===== config.mk =====
export PLATFORM = sky130hd
export DESIGN_NAME = drive_enable_sequencer_with_ramp
export DESIGN_NICKNAME = d
export VERILOG_FILES = /design/src/design/dsr_pkg.sv /design/src/design/dsr_drive.sv /design/src/design/dsr_link_mon.sv /design/src/design/drive_enable_sequencer_with_ramp.sv
export SDC_FILE = /design/constraint.sdc
export NUM_CORES = 1
export LEC_CHECK = 0
export BUFFER_PORTS_ARGS = -buffer_cell sky130_fd_sc_hd__buf_2
export CAP_MARGIN = 20
export CORE_MARGIN = 2
export CORE_UTILIZATION = 60
export DETAILED_ROUTE_END_ITERATION = 12
export GPL_TIMING_DRIVEN = 0
export PLACE_DENSITY = 0.77
export SETUP_SLACK_MARGIN = 0.2
export SLEW_MARGIN = 40
export SYNTH_ARGS = -nofsm -noshare
export SYNTH_HDL_FRONTEND = slang
export SYNTH_SLANG_ARGS = --single-unit

===== constraint.sdc =====
create_clock -name clk -period 11.49 [get_ports clk]
set_input_delay 0.5745 -clock clk [delete_from_list [all_inputs] [get_ports clk]]
set_output_delay 0.5745 -clock clk [all_outputs]
set_load 0.005 [all_outputs]

===== src/design/dsr_pkg.sv =====
`timescale 1ns / 1ps

package dsr_pkg;

    typedef struct packed {
        logic [3:0]         motor_index;
        logic [15:0]        status_word;
        logic signed [31:0] measured_position;
        logic signed [31:0] host_target;
        logic               link_operational;
        logic               cycle_end;
    } frame_t;

    typedef struct packed {
        logic [15:0]        control_word;
        logic signed [31:0] command_position;
        logic               position_valid;
        logic               target_reseed;
        logic               all_came_up;
        logic               link_lost;
    } result_t;

    typedef struct packed {
        logic [15:0] control_word;
        logic [31:0] command;
        logic        position_valid;
        logic        target_reseed;
        logic        held_we;
        logic [31:0] held_next;
        logic        first_we;
        logic        first_next;
    } drive_res_t;

    typedef struct packed {
        logic advance;
        logic in_range;
        logic link_ok;
        logic cycle_end;
    } link_ctl_t;

    typedef struct packed {
        logic lost;
        logic done_next;
        logic lost_next;
    } link_stat_t;

    localparam logic [1:0] CFG_RAMP_STEP_LARGE   = 2'd0;
    localparam logic [1:0] CFG_RAMP_STEP_SMALL   = 2'd1;
    localparam logic [1:0] CFG_LARGE_GROUP_COUNT = 2'd2;

    localparam logic [15:0] RESET_STEP_LARGE  = 16'd50;
    localparam logic [15:0] RESET_STEP_SMALL  = 16'd25;
    localparam logic [4:0]  RESET_GROUP_COUNT = 5'd4;

    localparam logic [15:0] STATUS_MASK    = 16'h006F;
    localparam logic [15:0] ST_FAULT       = 16'h0008;
    localparam logic [15:0] ST_DISABLED    = 16'h0040;
    localparam logic [15:0] ST_READY       = 16'h0021;
    localparam logic [15:0] ST_SWITCHED_ON = 16'h0023;
    localparam logic [15:0] ST_OP_ENABLED  = 16'h0027;

    localparam logic [15:0] CW_SHUTDOWN    = 16'h0006;
    localparam logic [15:0] CW_SWITCH_ON   = 16'h0007;
    localparam logic [15:0] CW_ENABLE_OP   = 16'h000F;
    localparam logic [15:0] CW_FAULT_RESET = 16'h0080;

    localparam logic [4:0] COUNT_MAX = 5'd31;

endpackage


===== src/design/dsr_drive.sv =====
`timescale 1ns / 1ps

module dsr_drive
(
    input  logic [15:0]       status_word,
    input  logic [31:0]       measured_position,
    input  logic [31:0]       host_target,
    input  logic [31:0]       held,
    input  logic              first,
    input  logic [15:0]       step,
    output dsr_pkg::drive_res_t res
);

    logic [15:0]        state;
    logic signed [32:0] cur_ext;
    logic signed [32:0] tgt_ext;
    logic signed [32:0] diff;
    logic signed [32:0] step_ext;
    logic signed [32:0] next_ext;

    assign state    = status_word & dsr_pkg::STATUS_MASK;
    assign cur_ext  = $signed({held[31], held});
    assign tgt_ext  = $signed({host_target[31], host_target});
    assign diff     = tgt_ext - cur_ext;
    assign step_ext = $signed({17'd0, step});

    always_comb
    begin
        if (diff > step_ext)
        begin
            next_ext = cur_ext + step_ext;
        end
        else if (diff < -step_ext)
        begin
            next_ext = cur_ext - step_ext;
        end
        else
        begin
            next_ext = tgt_ext;
        end
    end

    always_comb
    begin
        res                = '0;
        res.control_word   = dsr_pkg::CW_SHUTDOWN;
        res.command        = held;
        res.held_next      = held;
        res.first_next     = first;
        unique case (state)
            dsr_pkg::ST_FAULT, dsr_pkg::ST_DISABLED,
            dsr_pkg::ST_READY, dsr_pkg::ST_SWITCHED_ON:
            begin
                if (state == dsr_pkg::ST_FAULT)
                begin
                    res.control_word = dsr_pkg::CW_FAULT_RESET;
                end
                else if (state == dsr_pkg::ST_READY)
                begin
                    res.control_word = dsr_pkg::CW_SWITCH_ON;
                end
                else if (state == dsr_pkg::ST_SWITCHED_ON)
                begin
                    res.control_word = dsr_pkg::CW_ENABLE_OP;
                end
                else
                begin
                    res.control_word = dsr_pkg::CW_SHUTDOWN;
                end
                res.held_we        = 1'b1;
                res.held_next      = measured_position;
                res.first_we       = 1'b1;
                res.first_next     = 1'b1;
                res.command        = measured_position;
                res.position_valid = 1'b1;
            end
            dsr_pkg::ST_OP_ENABLED:
            begin
                res.control_word   = dsr_pkg::CW_ENABLE_OP;
                res.position_valid = 1'b1;
                if (first)
                begin
                    res.first_we      = 1'b1;
                    res.first_next    = 1'b0;
                    res.target_reseed = 1'b1;
                end
                else
                begin
                    res.held_we   = 1'b1;
                    res.held_next = next_ext[31:0];
                    res.command   = next_ext[31:0];
                end
            end
            default:
            begin
                res.control_word = dsr_pkg::CW_SHUTDOWN;
            end
        endcase
    end

endmodule


===== src/design/dsr_link_mon.sv =====
`timescale 1ns / 1ps

module dsr_link_mon
#(
    parameter int MOTOR_COUNT = 7
)
(
    input  logic                clk,
    input  logic                rst_n,
    input  dsr_pkg::link_ctl_t  ctl,
    output dsr_pkg::link_stat_t stat
);

    localparam logic [4:0] MOTORS = 5'(MOTOR_COUNT);

    logic [4:0] count_reg;
    logic [4:0] count_next;
    logic [4:0] count_inc;
    logic       done_reg;
    logic       done_next;
    logic       lost_reg;
    logic       lost_next;

    always_comb
    begin
        if (ctl.in_range && ctl.link_ok && count_reg != dsr_pkg::COUNT_MAX)
        begin
            count_inc = count_reg + 5'd1;
        end
        else
        begin
            count_inc = count_reg;
        end
        count_next = count_inc;
        done_next  = done_reg;
        lost_next  = lost_reg;
        if (ctl.cycle_end)
        begin
            count_next = '0;
            if (!done_reg)
            begin
                done_next = (count_inc == MOTORS);
            end
            else if (count_inc != MOTORS)
            begin
                lost_next = 1'b1;
            end
        end
        if (lost_reg)
        begin
            count_next = count_reg;
            done_next  = done_reg;
            lost_next  = lost_reg;
        end
    end

    always_ff @(posedge clk or negedge rst_n)
    begin
        if (!rst_n)
        begin
            count_reg <= '0;
            done_reg  <= 1'b0;
            lost_reg  <= 1'b0;
        end
        else if (ctl.advance)
        begin
            count_reg <= count_next;
            done_reg  <= done_next;
            lost_reg  <= lost_next;
        end
    end

    assign stat.lost      = lost_reg;
    assign stat.done_next = done_next;
    assign stat.lost_next = lost_next;

endmodule


===== src/design/drive_enable_sequencer_with_ramp.sv =====
`timescale 1ns / 1ps

// Drive enable sequencer with a ramped position command, one motor frame per beat.
// A frame beat on frame_valid/frame_ready carries one motor's status, position,
// host target and link state; the block answers each frame with exactly one
// result beat on result_valid/result_ready, in order.
// A frame is held in an input register, decoded and ramped in one pass, and the
// answer lands in a result register, which drives result_valid. Throughput is one
// frame per cycle while the receiver takes results; the per-motor command and
// enable state are read and written in that single pass, which lets frames for
// the same motor follow each other directly.
// When the receiver stalls, the result register holds its beat and the input
// register can still take one more frame; after that frame_ready drops until
// the result is taken.
// The configuration channel (cfg_valid/cfg_ready, cfg_index, cfg_data) is always
// ready and should be written only while no frame is in flight.
// Reset clears the held commands to zero, marks every motor for a fresh enable,
// clears the link count, bring-up and loss flags, and restores ramp steps of 50
// and 25 with four motors in the large group.
module drive_enable_sequencer_with_ramp
#(
    parameter int MOTOR_COUNT = 7
)
(
    input  logic             clk,
    input  logic             rst_n,
    input  logic             frame_valid,
    output logic             frame_ready,
    input  dsr_pkg::frame_t  frame,
    output logic             result_valid,
    input  logic             result_ready,
    output dsr_pkg::result_t result,
    input  logic             cfg_valid,
    output logic             cfg_ready,
    input  logic [1:0]       cfg_index,
    input  logic [15:0]      cfg_data
);

    localparam int IDX_W = (MOTOR_COUNT > 1) ? $clog2(MOTOR_COUNT) : 1;
    localparam logic [4:0] MOTORS = 5'(MOTOR_COUNT);

    logic [15:0] step_large_reg;
    logic [15:0] step_small_reg;
    logic [4:0]  group_count_reg;

    dsr_pkg::frame_t  frame_reg;
    logic             frame_valid_reg;
    dsr_pkg::result_t result_reg;
    dsr_pkg::result_t result_next;
    logic             result_valid_reg;

    logic [31:0]      held_reg [MOTOR_COUNT];
    logic [MOTOR_COUNT-1:0] first_reg;

    logic             out_load;
    logic             advance;
    logic             in_range;
    logic [IDX_W-1:0] idx;
    logic [31:0]      held_cur;
    logic             first_cur;
    logic [15:0]      step;

    dsr_pkg::drive_res_t drive_res;
    dsr_pkg::link_ctl_t  link_ctl;
    dsr_pkg::link_stat_t link_stat;

    assign cfg_ready = 1'b1;

    always_ff @(posedge clk or negedge rst_n)
    begin
        if (!rst_n)
        begin
            step_large_reg  <= dsr_pkg::RESET_STEP_LARGE;
            step_small_reg  <= dsr_pkg::RESET_STEP_SMALL;
            group_count_reg <= dsr_pkg::RESET_GROUP_COUNT;
        end
        else if (cfg_valid && cfg_ready)
        begin
            unique case (cfg_index)
                dsr_pkg::CFG_RAMP_STEP_LARGE:   step_large_reg  <= cfg_data;
                dsr_pkg::CFG_RAMP_STEP_SMALL:   step_small_reg  <= cfg_data;
                dsr_pkg::CFG_LARGE_GROUP_COUNT: group_count_reg <= cfg_data[4:0];
                default:
                begin
                end
            endcase
        end
    end

    assign out_load    = !result_valid_reg || result_ready;
    assign advance     = frame_valid_reg && out_load;
    assign frame_ready = !frame_valid_reg || out_load;

    always_ff @(posedge clk or negedge rst_n)
    begin
        if (!rst_n)
        begin
            frame_valid_reg <= 1'b0;
        end
        else if (frame_ready)
        begin
            frame_valid_reg <= frame_valid;
        end
    end

    always_ff @(posedge clk)
    begin
        if (frame_valid && frame_ready)
        begin
            frame_reg <= frame;
        end
    end

    assign in_range  = ({1'b0, frame_reg.motor_index} < MOTORS);
    assign idx       = frame_reg.motor_index[IDX_W-1:0];
    assign held_cur  = held_reg[idx];
    assign first_cur = first_reg[idx];
    assign step      = ({1'b0, frame_reg.motor_index} < group_count_reg)
                       ? step_large_reg : step_small_reg;

    dsr_drive u_drive
    (
        .status_word       (frame_reg.status_word),
        .measured_position (frame_reg.measured_position),
        .host_target       (frame_reg.host_target),
        .held              (held_cur),
        .first             (first_cur),
        .step              (step),
        .res               (drive_res)
    );

    assign link_ctl.advance   = advance;
    assign link_ctl.in_range  = in_range;
    assign link_ctl.link_ok   = frame_reg.link_operational;
    assign link_ctl.cycle_end = frame_reg.cycle_end;

    dsr_link_mon #(.MOTOR_COUNT(MOTOR_COUNT)) u_link_mon
    (
        .clk   (clk),
        .rst_n (rst_n),
        .ctl   (link_ctl),
        .stat  (link_stat)
    );

    always_ff @(posedge clk or negedge rst_n)
    begin
        if (!rst_n)
        begin
            for (int i = 0; i < MOTOR_COUNT; i++)
            begin
                held_reg[i] <= '0;
            end
            first_reg <= '1;
        end
        else if (advance && in_range && !link_stat.lost)
        begin
            if (drive_res.held_we)
            begin
                held_reg[idx] <= drive_res.held_next;
            end
            if (drive_res.first_we)
            begin
                first_reg[idx] <= drive_res.first_next;
            end
        end
    end

    always_comb
    begin
        result_next.control_word     = dsr_pkg::CW_SHUTDOWN;
        result_next.command_position = '0;
        result_next.position_valid   = 1'b0;
        result_next.target_reseed    = 1'b0;
        result_next.all_came_up      = link_stat.done_next;
        result_next.link_lost        = link_stat.lost_next;
        if (!link_stat.lost && in_range)
        begin
            result_next.control_word     = drive_res.control_word;
            result_next.command_position = drive_res.command;
            result_next.position_valid   = drive_res.position_valid;
            result_next.target_reseed    = drive_res.target_reseed;
        end
    end

    always_ff @(posedge clk or negedge rst_n)
    begin
        if (!rst_n)
        begin
            result_valid_reg <= 1'b0;
        end
        else if (out_load)
        begin
            result_valid_reg <= frame_valid_reg;
        end
    end

    always_ff @(posedge clk)
    begin
        if (advance)
        begin
            result_reg <= result_next;
        end
    end

    assign result_valid = result_valid_reg;
    assign result       = result_reg;

    // Once a link loss is latched it stays latched until reset.
    a_lost_sticky: assert property (@(posedge clk) disable iff (!rst_n)
        link_stat.lost |=> link_stat.lost)
        else $error("link loss latch cleared without reset");

    // A loss can only be latched after bring-up has completed.
    a_lost_after_bringup: assert property (@(posedge clk) disable iff (!rst_n)
        (result_valid && result.link_lost) |-> result.all_came_up)
        else $error("link loss reported before bring-up");

    // A reseed request always comes with an enable-operation command word.
    a_reseed_enable: assert property (@(posedge clk) disable iff (!rst_n)
        (result_valid && result.target_reseed) |->
            (result.position_valid && result.control_word == dsr_pkg::CW_ENABLE_OP))
        else $error("reseed without enable operation");

    // After a loss, no further position commands are issued.
    a_no_cmd_after_loss: assert property (@(posedge clk) disable iff (!rst_n)
        (advance && link_stat.lost) |=> !result.position_valid)
        else $error("position command issued after link loss");

endmodule


==> impl_results.md <==
* Setup crit end: result[28]
* WP data arrival at 11.35 ns
* Crit start category: register
* Synth Register Bits at 393
* Peak supply drop at 162 uV
* DRT antenna net count at 0
* Reg-to-reg startpoint: frame_reg[82]
* Setup Fix Bufs, Post-CTS at 0
* Most common cell after layout, fill and taps aside: dfrtp_1
* Cells after Synth at 2370
* Crit path from: frame_reg[82]
* Tmin final at about 11 ns
* Number of antenna diodes at 0
* Max cap viols at 0
* Max incr delay on CP at 0.78 ns
* Clock net sink count at 393
* R2R cell count at 29
* Quantity of I/O buffers inserted on ports at 141
* Final Skew at ~0.037 ns
* Wire per inst at 26.7 um
* Antenna violations before repair at 0
* Gp weighted congestion at 1.02
* Layout cells sized above 1 at 0.193
* Ys async rst share at 0.705
* Depth of the worst hold-timing path at 1
* Core area at 38600 um^2
* Hold Violations, Final at 0
* Footprint of the multi-input gates at 12200 um^2
* Final Non-Filler Cells at 3123
* Final #Nets at 2803
* Reg clk slew, reported paths at 0.06 ns
* Period utilization at 0.962
* P_leak at about 12 nW
* Die height at between 200 and 250 um
* Final setup viols at 0
* Longest Clk Path Bufs at 3
* All-Layer GR Usage at 0.405
* Synthesis-to-finish area growth at 12.8%
* Hold Crit Class: primary input to register
* First drt pass iteration count at 7
* Main flop type after synthesis: dfrtp_1
* Register area share after synthesis at 0.444
* CTS tree: done
* First-pass GRT wire length at 124000 um
* Placed cell count at approximately 3000
* Vias at approximately 21000
* Pwr Density at 151 nW/um^2
* Final wirelength at 83500 um
* Syn_area_per_cell at roughly 9.9 um^2
* Status: finished clean
* Ports at 164
* Die area at between 40000 and 50000 um^2
* H-tree depth at 2
* Largest net degree at the start of global routing at between 70 and 80
* Yosys top cell area share at 0.280
* Most frequent cells in the layout: 263 x dfrtp_1, 223 x nand2_1, 214 x nor2_1
* Largest area contributor in the netlist: dfrtp_1
* Final HPWL DP at roughly 62000 um
* CTS Buf Count at between 40 and 50
* Root buffer cell: clkbuf_16
* Syn. warnings at 0
* Worst endpoint required time at between 10 and 15 ns
* Max reg flops at 224
* Final core occ at 0.686
* Fmax at 90.5 MHz
* Crit end category: register
* Worst-Skew Late Latency at 0.61 ns
* DRC errors left at 0
* Mapped Area at between 20000 and 25000 um^2
* Critical setup path kind: register to register
* Max-slew headroom at 0.357
* Number of global-route vias before repair at 20472
* Grt ovf at 0
* CP max FO at 10
* Area contributors post-synth: dfrtp_1 28%, edfxtp_1 15%, ha_1 6.3%
* R2r endpoint: result[28]
* Pwr Total at between 4 and 5 mW
* Rows at 72
* DR vias/cell at 6.70
* Die width at 202 um
* Post-synth EDFFs at about 120
* FF+latch area at 10400 um^2
* Starting Density at 0.608
* Worst Hold Launch: frame[69]
* Max-slew violation count at 0
* DRC marker count from the first detailed-route iteration at 2223
* Distinct cells, synth at 107
* RSZ-0062 raised after global routing: false
* Fillcell total at 2963
* Crit path max-delay cell type: edfxtp_1
* Worst-Margin Slew at 0.964 ns
* R2R setup slack at between 0.4 and 0.5 ns
-- what timing repair did --
action                                  4_1_cts  5_1_grt
endpoints found under the setup margin       12      240
pin swaps                                     0        0
endpoints found under the hold margin        31        0
gates cloned                                  0        0
gates resized for setup                       3        1
hold buffers                                  1        0
-- cell families after synthesis --
logic type / Yosys count / synth area share
flops: 393 / 0.444
other cells: 2 / 0.000320
xor+xnor: 74 / 0.0276
buf+inv: 221 / 0.0415
simple gates: 687 / 0.136
fa+ha+maj: 121 / 0.0654
compound gates: 686 / 0.193
mux: 186 / 0.0914
-- report_power, final --
group | switching [mW] | leakage [nW] | internal (mW)
registers | 0.0890 | 4.84 | 1.56
clock network | 0.590 | 0.641 | 0.726
logic | 0.659 | 6.13 | 0.381
-- metrics by stage --
stage	hold WS (ns)	setup slack [ns]	TNS, ns	area, um^2
floorplan	0.279	3.50	0	23500
global placement	0.458	-0.128	-0.746	24900
detailed placement	0.467	0.116	0	25100
CTS	0.125	0.353	0	26500
global route	0.122	0.303	0	26500
finish	0.134	0.437	0	26500
-- routing by layer --
metal	vias up	track usage	part of all wire
met1	10276	0.522	0.38
li1	9081	-	-
met4	0	0.236	0.066
met2	1261	0.634	0.45
met5	-	0	0
met3	306	0.0877	0.098
-- critical path: cells and delay by family, from the launching register on --
family / cells / cell delay, ns
flip-flops: 1 / 0.78
AND/OR/NAND/NOR: 5 / 0.87
AO/OA/AOI/OAI: 11 / 3.80
adder cells (fa/ha/maj): 2 / 0.80
buffers and inverters: 11 / 4.45
-- how the worst min path moves through the flow --
stage / to / slack [ns]
floorplan: frame_valid_reg / 0.28
global placement: held_reg[160] / 0.46
detailed placement: step_small_reg[9] / 0.47
CTS: frame_reg[33] / 0.12
global route: frame_reg[32] / 0.12
finish: frame_reg[69] / 0.13
-- cell type report --
cell class | instances | share of cell area
Inverter | 91 | 0.0130
Clock inverter | 10 | 0.00434
Sequential cell | 393 | 0.394
Tap cell | 518 | 0.0245
Clock buffer | 65 | 0.0452
Buffer | 129 | 0.0240
Timing Repair Buffer | 151 | 0.0339
Multi-Input combinational cell | 1766 | 0.461
-- synthesized netlist by cell type (all sizes together), types with 22 or more instances --
library cell and count:
mux2i 59, nand3 27, nor3 56, a21o 22, buf 67, a22oi 24, nor2 221, inv 90
edfxtp 116, xnor2 57, dfrtp 263, mux2 116, nand2 224, a31oi 23, ha 118, o21ai 200
clkbuf 63, a21oi 204
No activity file was read; power rests on OpenSTA's default activity.
